===== config.mk =====
export PLATFORM = sky130hd
export DESIGN_NAME = integer_set_table
export DESIGN_NICKNAME = d
export VERILOG_FILES = /design/src/rtl/ist_pkg.sv /design/src/rtl/ist_slot_mem.sv /design/src/rtl/ist_rem_unit.sv /design/src/rtl/integer_set_table.sv
export SDC_FILE = /design/constraint.sdc
export NUM_CORES = 2
export LEC_CHECK = 0
export BUFFER_PORTS_ARGS = -buffer_cell sky130_fd_sc_hd__buf_2
export CAP_MARGIN = 10
export CORE_MARGIN = 1.5
export CORE_UTILIZATION = 40
export CTS_CLUSTER_SIZE = 24
export DETAILED_ROUTE_END_ITERATION = 6
export GPL_TIMING_DRIVEN = 0
export MAX_ROUTING_LAYER = met4
export PLACE_DENSITY_LB_ADDON = 0.15
export SYNTH_ARGS = -nofsm -noshare
export SYNTH_HDL_FRONTEND = slang
export SYNTH_HIERARCHICAL = 1
export SYNTH_SLANG_ARGS = --single-unit

===== constraint.sdc =====
create_clock -name clock -period 5.4 [get_ports clock]
set_input_delay 0.54 -clock clock [delete_from_list [all_inputs] [get_ports clock]]
set_output_delay 0.54 -clock clock [all_outputs]
set_load 0.01 [all_outputs]

===== src/rtl/ist_pkg.sv =====
`timescale 1ns / 1ps
// ----------------------------------------------------------------------------
// ist_pkg: shared types and codes for the integer set table
// Request and response payloads, table entry layout, action and status codes,
// and the interface between the sequencer and the remainder unit.
// ----------------------------------------------------------------------------
package ist_pkg;

   // Action codes carried in a request
   localparam logic [1:0] ACT_INSERT = 2'd0;
   localparam logic [1:0] ACT_DELETE = 2'd1;
   localparam logic [1:0] ACT_LOOKUP = 2'd2;
   localparam logic [1:0] ACT_RMMULT = 2'd3;

   // Status codes returned in a response
   localparam logic [1:0] STS_OK       = 2'd0;
   localparam logic [1:0] STS_FULL     = 2'd1;
   localparam logic [1:0] STS_ZERO_DIV = 2'd2;

   typedef struct packed {
      logic [1:0]         action;
      logic signed [31:0] value;
   } ist_req_type;

   typedef struct packed {
      logic       was_present;
      logic [6:0] member_count;
      logic [1:0] status;
   } ist_rsp_type;

   // One table entry: valid mark and stored value
   typedef struct packed {
      logic        valid;
      logic [31:0] value;
   } ist_slot_type;

   // Sequencer to remainder unit
   typedef struct packed {
      logic        start;
      logic [31:0] dividend;
      logic [31:0] divisor;
   } ist_div_req_type;

   // Remainder unit to sequencer
   typedef struct packed {
      logic done;
      logic rem_zero;
   } ist_div_rsp_type;

   // Two's complement magnitude; the most negative value maps to 2^31
   function automatic logic [31:0] magnitude(input logic [31:0] x);
      magnitude = x[31] ? (32'd0 - x) : x;
   endfunction

endpackage


===== src/rtl/ist_slot_mem.sv =====
`timescale 1ns / 1ps
// ----------------------------------------------------------------------------
// ist_slot_mem: slot storage
// One write port and one read port, read data registered.
// Read data holds while the read enable is low.
// ----------------------------------------------------------------------------
module ist_slot_mem #(
   parameter int DEPTH = 64,
   localparam int IDX_W = (DEPTH > 1) ? $clog2(DEPTH) : 1
) (
   input  logic                  clock,
   input  logic                  wr_en,
   input  logic [IDX_W-1:0]      wr_addr,
   input  ist_pkg::ist_slot_type wr_data,
   input  logic                  rd_en,
   input  logic [IDX_W-1:0]      rd_addr,
   output ist_pkg::ist_slot_type rd_data
);

   ist_pkg::ist_slot_type mem [DEPTH];
   ist_pkg::ist_slot_type rd_data_ff;

   // Write port
   always_ff @(posedge clock) begin
      if (wr_en) begin
         mem[wr_addr] <= wr_data;
      end
   end

   // Registered read port
   always_ff @(posedge clock) begin
      if (rd_en) begin
         rd_data_ff <= mem[rd_addr];
      end
   end

   assign rd_data = rd_data_ff;

endmodule


===== src/rtl/ist_rem_unit.sv =====
`timescale 1ns / 1ps
// ----------------------------------------------------------------------------
// ist_rem_unit: serial remainder test
// Restoring division, one quotient bit per cycle, 32 steps. Reports whether
// the dividend is an exact multiple of the (nonzero) divisor.
// ----------------------------------------------------------------------------
module ist_rem_unit (
   input  logic                     clock,
   input  logic                     reset,
   input  ist_pkg::ist_div_req_type div_req,
   output ist_pkg::ist_div_rsp_type div_rsp
);

   logic        busy_ff,  busy_in;
   logic        done_ff,  done_in;
   logic [4:0]  step_ff,  step_in;
   logic [31:0] rem_ff,   rem_in;
   logic [31:0] dvd_ff,   dvd_in;
   logic [31:0] dsr_ff,   dsr_in;
   logic [32:0] shifted;
   logic [32:0] diff;

   // One restoring step while busy; load the operands on start
   always_comb begin
      shifted = {rem_ff, dvd_ff[31]};
      diff    = shifted - {1'b0, dsr_ff};
      busy_in = busy_ff;
      done_in = 1'b0;
      step_in = step_ff;
      rem_in  = rem_ff;
      dvd_in  = dvd_ff;
      dsr_in  = dsr_ff;
      if (busy_ff) begin
         rem_in  = diff[32] ? shifted[31:0] : diff[31:0];
         dvd_in  = {dvd_ff[30:0], 1'b0};
         step_in = step_ff + 5'd1;
         if (step_ff == 5'd31) begin
            busy_in = 1'b0;
            done_in = 1'b1;
         end
      end else if (div_req.start) begin
         busy_in = 1'b1;
         step_in = 5'd0;
         rem_in  = 32'd0;
         dvd_in  = div_req.dividend;
         dsr_in  = div_req.divisor;
      end
   end

   always_ff @(posedge clock) begin
      if (reset) begin
         busy_ff <= 1'b0;
         done_ff <= 1'b0;
         step_ff <= 5'd0;
      end else begin
         busy_ff <= busy_in;
         done_ff <= done_in;
         step_ff <= step_in;
      end
   end

   always_ff @(posedge clock) begin
      rem_ff <= rem_in;
      dvd_ff <= dvd_in;
      dsr_ff <= dsr_in;
   end

   assign div_rsp.done     = done_ff;
   assign div_rsp.rem_zero = (rem_ff == 32'd0);

endmodule


===== src/rtl/integer_set_table.sv =====
`timescale 1ns / 1ps
// ----------------------------------------------------------------------------
// integer_set_table: set of distinct signed 32-bit integers
// Each request scans every slot, then applies its update and loads the response
// register; in remove-multiples with a nonzero value, each other valid member is
// tested by the serial remainder unit during the scan. Requests are taken one at a
// time; the scan reads one slot per cycle from the slot memory read port while no
// remainder test runs. Reset: count and control clear at once, then a clearing
// pass marks every slot free; no request is accepted during that pass.
// ----------------------------------------------------------------------------
module integer_set_table #(
   parameter int SLOTS = 64
) (
   input  logic                 clock,
   input  logic                 reset,
   input  logic                 req_valid,
   output logic                 req_stall,
   input  ist_pkg::ist_req_type req_data,
   output logic                 rsp_valid,
   input  logic                 rsp_stall,
   output ist_pkg::ist_rsp_type rsp_data
);

   localparam int IDX_W = (SLOTS > 1) ? $clog2(SLOTS) : 1;
   localparam int CNT_W = $clog2(SLOTS + 1);
   localparam logic [IDX_W-1:0] LAST_IDX = IDX_W'(SLOTS - 1);

   typedef enum logic [4:0] {
      ST_CLEAR = 5'b00001,
      ST_IDLE  = 5'b00010,
      ST_SCAN  = 5'b00100,
      ST_DIV   = 5'b01000,
      ST_FIN   = 5'b10000
   } state_type;

   state_type            state_ff,    state_in;
   logic [IDX_W-1:0]     chk_idx_ff,  chk_idx_in;
   logic [1:0]           act_ff,      act_in;
   logic [31:0]          val_ff,      val_in;
   logic                 hit_ff,      hit_in;
   logic [IDX_W-1:0]     hit_idx_ff,  hit_idx_in;
   logic                 free_ff,     free_in;
   logic [IDX_W-1:0]     free_idx_ff, free_idx_in;
   logic [CNT_W-1:0]     count_ff,    count_in;
   logic                 rsp_valid_ff, rsp_valid_in;
   ist_pkg::ist_rsp_type rsp_data_ff, rsp_data_in;

   logic                     mem_wr_en;
   logic [IDX_W-1:0]         mem_wr_addr;
   ist_pkg::ist_slot_type    mem_wr_data;
   logic                     mem_rd_en;
   logic [IDX_W-1:0]         mem_rd_addr;
   ist_pkg::ist_slot_type    mem_rd_data;
   ist_pkg::ist_div_req_type div_req;
   ist_pkg::ist_div_rsp_type div_rsp;

   logic [31:0] divisor;
   logic        slot_match;
   logic        need_div;
   logic        advance;
   logic [1:0]  fin_status;

   ist_slot_mem #(
      .DEPTH (SLOTS)
   ) u_mem (
      .clock   (clock),
      .wr_en   (mem_wr_en),
      .wr_addr (mem_wr_addr),
      .wr_data (mem_wr_data),
      .rd_en   (mem_rd_en),
      .rd_addr (mem_rd_addr),
      .rd_data (mem_rd_data)
   );

   ist_rem_unit u_rem (
      .clock   (clock),
      .reset   (reset),
      .div_req (div_req),
      .div_rsp (div_rsp)
   );

   assign divisor    = ist_pkg::magnitude(val_ff);
   assign slot_match = mem_rd_data.valid && (mem_rd_data.value == val_ff);
   assign need_div   = (act_ff == ist_pkg::ACT_RMMULT) && (divisor != 32'd0) &&
                       mem_rd_data.valid && !slot_match;

   // Sequencer: scan, remainder tests, final update and response
   always_comb begin
      state_in     = state_ff;
      chk_idx_in   = chk_idx_ff;
      act_in       = act_ff;
      val_in       = val_ff;
      hit_in       = hit_ff;
      hit_idx_in   = hit_idx_ff;
      free_in      = free_ff;
      free_idx_in  = free_idx_ff;
      count_in     = count_ff;
      rsp_data_in  = rsp_data_ff;
      rsp_valid_in = rsp_valid_ff && rsp_stall;
      mem_wr_en    = 1'b0;
      mem_wr_addr  = chk_idx_ff;
      mem_wr_data  = '{valid: 1'b0, value: mem_rd_data.value};
      mem_rd_en    = 1'b0;
      mem_rd_addr  = chk_idx_ff + IDX_W'(1);
      div_req      = '{start: 1'b0, dividend: ist_pkg::magnitude(mem_rd_data.value),
                       divisor: divisor};
      advance      = 1'b0;
      fin_status   = ist_pkg::STS_OK;

      unique case (state_ff)
         // Mark every slot free after reset
         ST_CLEAR: begin
            mem_wr_en   = 1'b1;
            mem_wr_data = '{valid: 1'b0, value: 32'd0};
            chk_idx_in  = chk_idx_ff + IDX_W'(1);
            if (chk_idx_ff == LAST_IDX) begin
               state_in = ST_IDLE;
            end
         end

         // Take a request and read slot zero
         ST_IDLE: begin
            if (req_valid) begin
               act_in      = req_data.action;
               val_in      = req_data.value;
               hit_in      = 1'b0;
               free_in     = 1'b0;
               chk_idx_in  = '0;
               mem_rd_en   = 1'b1;
               mem_rd_addr = '0;
               state_in    = ST_SCAN;
            end
         end

         // Check the slot just read
         ST_SCAN: begin
            if (slot_match && !hit_ff) begin
               hit_in     = 1'b1;
               hit_idx_in = chk_idx_ff;
            end
            if (!mem_rd_data.valid && !free_ff) begin
               free_in     = 1'b1;
               free_idx_in = chk_idx_ff;
            end
            if (need_div) begin
               div_req.start = 1'b1;
               state_in      = ST_DIV;
            end else begin
               advance = 1'b1;
            end
         end

         // Wait for the remainder; drop the member if it divides evenly
         ST_DIV: begin
            if (div_rsp.done) begin
               if (div_rsp.rem_zero) begin
                  mem_wr_en = 1'b1;
                  count_in  = count_ff - CNT_W'(1);
               end
               advance = 1'b1;
            end
         end

         // Apply insert or delete and load the response register
         ST_FIN: begin
            if (!rsp_valid_ff || !rsp_stall) begin
               priority if (act_ff == ist_pkg::ACT_INSERT && !hit_ff) begin
                  if (free_ff) begin
                     mem_wr_en   = 1'b1;
                     mem_wr_addr = free_idx_ff;
                     mem_wr_data = '{valid: 1'b1, value: val_ff};
                     count_in    = count_ff + CNT_W'(1);
                  end else begin
                     fin_status = ist_pkg::STS_FULL;
                  end
               end else if (act_ff == ist_pkg::ACT_DELETE && hit_ff) begin
                  mem_wr_en   = 1'b1;
                  mem_wr_addr = hit_idx_ff;
                  mem_wr_data = '{valid: 1'b0, value: val_ff};
                  count_in    = count_ff - CNT_W'(1);
               end else if (act_ff == ist_pkg::ACT_RMMULT && divisor == 32'd0) begin
                  fin_status = ist_pkg::STS_ZERO_DIV;
               end else begin
                  fin_status = ist_pkg::STS_OK;
               end
               rsp_data_in.was_present  = hit_ff;
               rsp_data_in.member_count = 7'(count_in);
               rsp_data_in.status       = fin_status;
               rsp_valid_in             = 1'b1;
               state_in                 = ST_IDLE;
            end
         end

         default: begin
            state_in = ST_CLEAR;
         end
      endcase

      // Step to the next slot or finish the scan
      if (advance) begin
         if (chk_idx_ff == LAST_IDX) begin
            state_in = ST_FIN;
         end else begin
            mem_rd_en  = 1'b1;
            chk_idx_in = chk_idx_ff + IDX_W'(1);
            state_in   = ST_SCAN;
         end
      end
   end

   always_ff @(posedge clock) begin
      if (reset) begin
         state_ff     <= ST_CLEAR;
         chk_idx_ff   <= '0;
         hit_ff       <= 1'b0;
         free_ff      <= 1'b0;
         count_ff     <= '0;
         rsp_valid_ff <= 1'b0;
      end else begin
         state_ff     <= state_in;
         chk_idx_ff   <= chk_idx_in;
         hit_ff       <= hit_in;
         free_ff      <= free_in;
         count_ff     <= count_in;
         rsp_valid_ff <= rsp_valid_in;
      end
   end

   // Request payload and scan results
   always_ff @(posedge clock) begin
      act_ff      <= act_in;
      val_ff      <= val_in;
      hit_idx_ff  <= hit_idx_in;
      free_idx_ff <= free_idx_in;
      rsp_data_ff <= rsp_data_in;
   end

   assign req_stall = (state_ff != ST_IDLE);
   assign rsp_valid = rsp_valid_ff;
   assign rsp_data  = rsp_data_ff;

endmodule

==> impl_metrics.csv <==
group,metric,value,unit
clock_network,cts_tree,"done",
critical_path,critPathLaunchType,"flop",
pwr,leakage,35.31,nW
die,num_rows,177,
drt,drc,2,
sta,setup_viol,0,
job,drv_cap,0,
synth,synth_edf_count,2296,
synth,synth_top_area_share,73.84,%
die,ios,50,
drt,wl_per_cell,34.05,um
synth,async_flop_share,0,%
critical_path,rr_endpoint,"u_mem/rd_data[20]",
sta,layout_min_cycle_time,5.384,ns
critical_path,startpoint,"state_ff[3]",
synth,ys_ff_latch,2325,
synth,avgSynthCellArea,19.24,um^2
sta,finalCritPeriodShare,99.70,%
synth,yosysTopAreaCell,"edfxtp_1",
hold_path,min_path_type,"in -> reg",
critical_path,reg2reg_from,"state_ff[3]",
drt,drt_iter0_markers,6828,
synth,synth_common_cells,"edfxtp_1 (2296), mux4_2 (485), nand2_1 (243)",
pwr,powerDensity,504.3,nW/um^2
die,dieArea,236300,um^2
placed_design,dpl_worst_slack,-2.019,ns
clock_network,clockBufferDepth,3,
outcome,outcome,"complete, but fails checks",
pwr,worst_ir_drop_vdd,0.4713,mV
drt,firstDrtPassIters,7,
critical_path,r2r.worst_path.cells,12,
synth,synth_cell_types,98,
sta,final_hold_viol_count,0,
finish,fin_nets,5487,
global_route,grt_max_degree,66,
sta,fin_skew,0.04853,ns
critical_path,r2r_slack,0.02,ns
sta,layout_setup_ws,0.01603,ns
die,die_w,486.1,um
critical_path,worst_ep_arrival_time,6.10,ns
synth,synthTopCellsByArea,"edfxtp_1 (74%), mux4_2 (12%), mux2i_1 (1.3%)",
outcome,violations,"design-rule violations",
synth,synthCells,4854,
global_route,grt_use_total,25.58,%
drt,vias,52360,
sta,tightestPinTransition,1.387,ns
hold_path,hold_path.startpoint,"req_valid",
clock_network,clkSinkCount,2325,
synth,ys.flop_type,"edfxtp_1",
clock_network,cts_buffers,235,
clock_network,clkTransAtPathRegs,0.06,ns
sta,setup_tns,0,ns
global_route,grt_pass1_vias,50760,
critical_path,end_kind,"flop",
critical_path,cp-endpoint,"u_mem/rd_data[20]",
placed_design,place.gp.congestion,0.8756,
die,die_h,486.1,um
drt,postRouteAntennaNets,0,
synth,syn-num-nets,4932,
sta,max_slew_margin,7.567,%
drt,vias_per_cell,6.043,
clock_network,clk_latency,0.91,ns
synth,syn_area,93370,um^2
clock_network,cts_max_level,4,
finish,drive_gt1_share,24.99,%
global_route,grt_pass1_wl,407700,um
global_route,grt-ovfl-total,0,
sta,whs,0.1894,ns
critical_path,crit_type,"reg -> reg",
drt,wl,295000,um
sta,rsz0062_at_grt,"no",
finish,fill_cells,19270,
synth,synth-warning-count,6,
critical_path,cp_max_fo,42,
placed_design,hpwlAfterDp,197900,um
sta,fmax,0.1857,GHz
sta,final_max_slew_viol_count,0,
critical_path,critical_path_required,6.12,ns
die,coreArea,232300,um^2
finish,final_util,47.39,%
finish,syn_to_final_growth,17.90,%
die,initial_core_util,40.19,%
pwr,design_power_total,55.51,mW
global_route,antenna_found_initial,18,
clock_network,root_buffer,"clkbuf_16",
synth,synth-seq-area-share,74.46,%
synth,yosysMostFrequentCell,"edfxtp_1",
placed_design,port-buffer-count,49,
==> flip-flops by register name (all words and copies together) (netlist names), 2 cells and up <==
signal and count:
u_mem/mem 2112, act_ff 2, u_mem/rd_data 33, val_ff 32, chk_idx_ff 6, u_rem/dvd_ff 32
hit_idx_ff 6, free_idx_ff 6, u_rem/dsr_ff 32, u_rem/rem_ff 32, count_ff 7, rsp_data 10
state_ff 5, u_rem/step_ff 5
==> layout make-up <==
cell class / count / area (um^2) / share of cell area (%)
inverter: 60 / 240.2 / 0.2182
multi-input combinational: 2180 / 23140 / 21.02
sequential: 2325 / 69530 / 63.16
antenna: 20 / 50.05 / 0.04546
tap: 3043 / 3807 / 3.459
buffer: 288 / 1583 / 1.438
clock buffer: 293 / 6120 / 5.559
timing repair buffer: 319 / 4307 / 3.912
clock inverter: 137 / 1309 / 1.189
==> report_power, final <==
part           switching, mW  total, mW  internal (mW)
sequential             0.116       21.6           21.5
clock                   7.02       15.9           8.89
combinational           11.4       18.0           6.54
==> kinds of logic after synthesis <==
group,after synthesis,share of synthesized area (%)
adders and majority gates,40,0.5441
muxes,619,13.15
buffers and inverters,349,1.894
DFF,2325,74.46
xor gates and xnor gates,125,1.181
and+or+nand+nor,811,4.306
AOI/OAI and AO/OA,585,4.458
==> routing by layer <==
| layer | share of wire, % | GRT usage, % | wire length (um) | up-vias |
|---|---|---|---|---|
| li1 | - | - | - | 21160 |
| met1 | 43 | 36.05 | 125700 | 28380 |
| met2 | 46 | 38.69 | 136200 | 2378 |
| met3 | 8.0 | 3.716 | 23520 | 443 |
| met4 | 3.2 | 7.679 | 9545 | 0 |
| met5 | 0 | - | 0 | - |
==> how the worst min path moves through the flow <==
stage / end / depth (start not counted) / slack, ns
floorplan: u_rem/dsr_ff[0] / 0 / 0.42
global placement: u_rem/step_ff[3] / 1 / 0.46
detailed placement: u_rem/step_ff[3] / 1 / 0.48
CTS: state_ff[1] / 4 / 0.08
global route: state_ff[1] / 4 / 0.19
finish: state_ff[1] / 4 / 0.19
==> metrics by stage <==
stage / std cells / area [um^2]
2_1_floorplan: 4854 / 93370
6_report: 8665 / 110100
5_1_grt: 8658 / 110100
4_1_cts: 8616 / 109700
3_3_place_gp: 7946 / 97420
3_5_place_dp: 8084 / 101000
==> critical path, stage by stage (launching register included) <==
cell,delay [ns]
dfxtp_1,0.38
nor2_1,0.10
nor4bb_1,0.17
nand2_1,0.39
clkinv_8,0.33
nor2_4,0.43
buf_2,0.40
buf_2,0.45
clkbuf_4,0.52
clkbuf_2,0.58
a211oi_1,0.32
o22ai_2,0.66
and3_1,0.41
==> cells in the final DEF (no fill, tap or decap), types with 20 or more instances in the layout <==
master / n
nand2_1: 240
clkbuf_16: 236
diode_2: 20
and3_1: 27
xnor2_1: 102
buf_2: 109
edfxtp_1: 2296
buf_12: 123
mux4_2: 485
a211oi_1: 23
nor2_1: 108
inv_1: 55
nor2_4: 65
and2_1: 20
nand3_1: 109
clkinv_2: 35
a22o_1: 32
clkinv_1: 61
o21ai_0: 58
a21oi_1: 82
xor2_1: 22
o22ai_1: 54
buf_6: 40
ha_1: 39
dfxtp_1: 29
dlygate4sd3_1: 36
a22oi_1: 86
clkbuf_1: 196
nand4_1: 60
nor3_1: 28
nor2b_1: 27
buf_4: 104
o21ai_4: 30
mux2i_1: 124
o221ai_1: 41
==> what timing repair did <==
action / CTS / global route
pin swaps: 20 / 5
hold buffers: 36 / 0
resized for setup: 43 / 21
endpoints found under the setup margin: 1228 / 485
hold endpoints to repair: 43 / 0
setup buffers: 66 / 28
No activity file was read; power rests on OpenSTA's default activity.
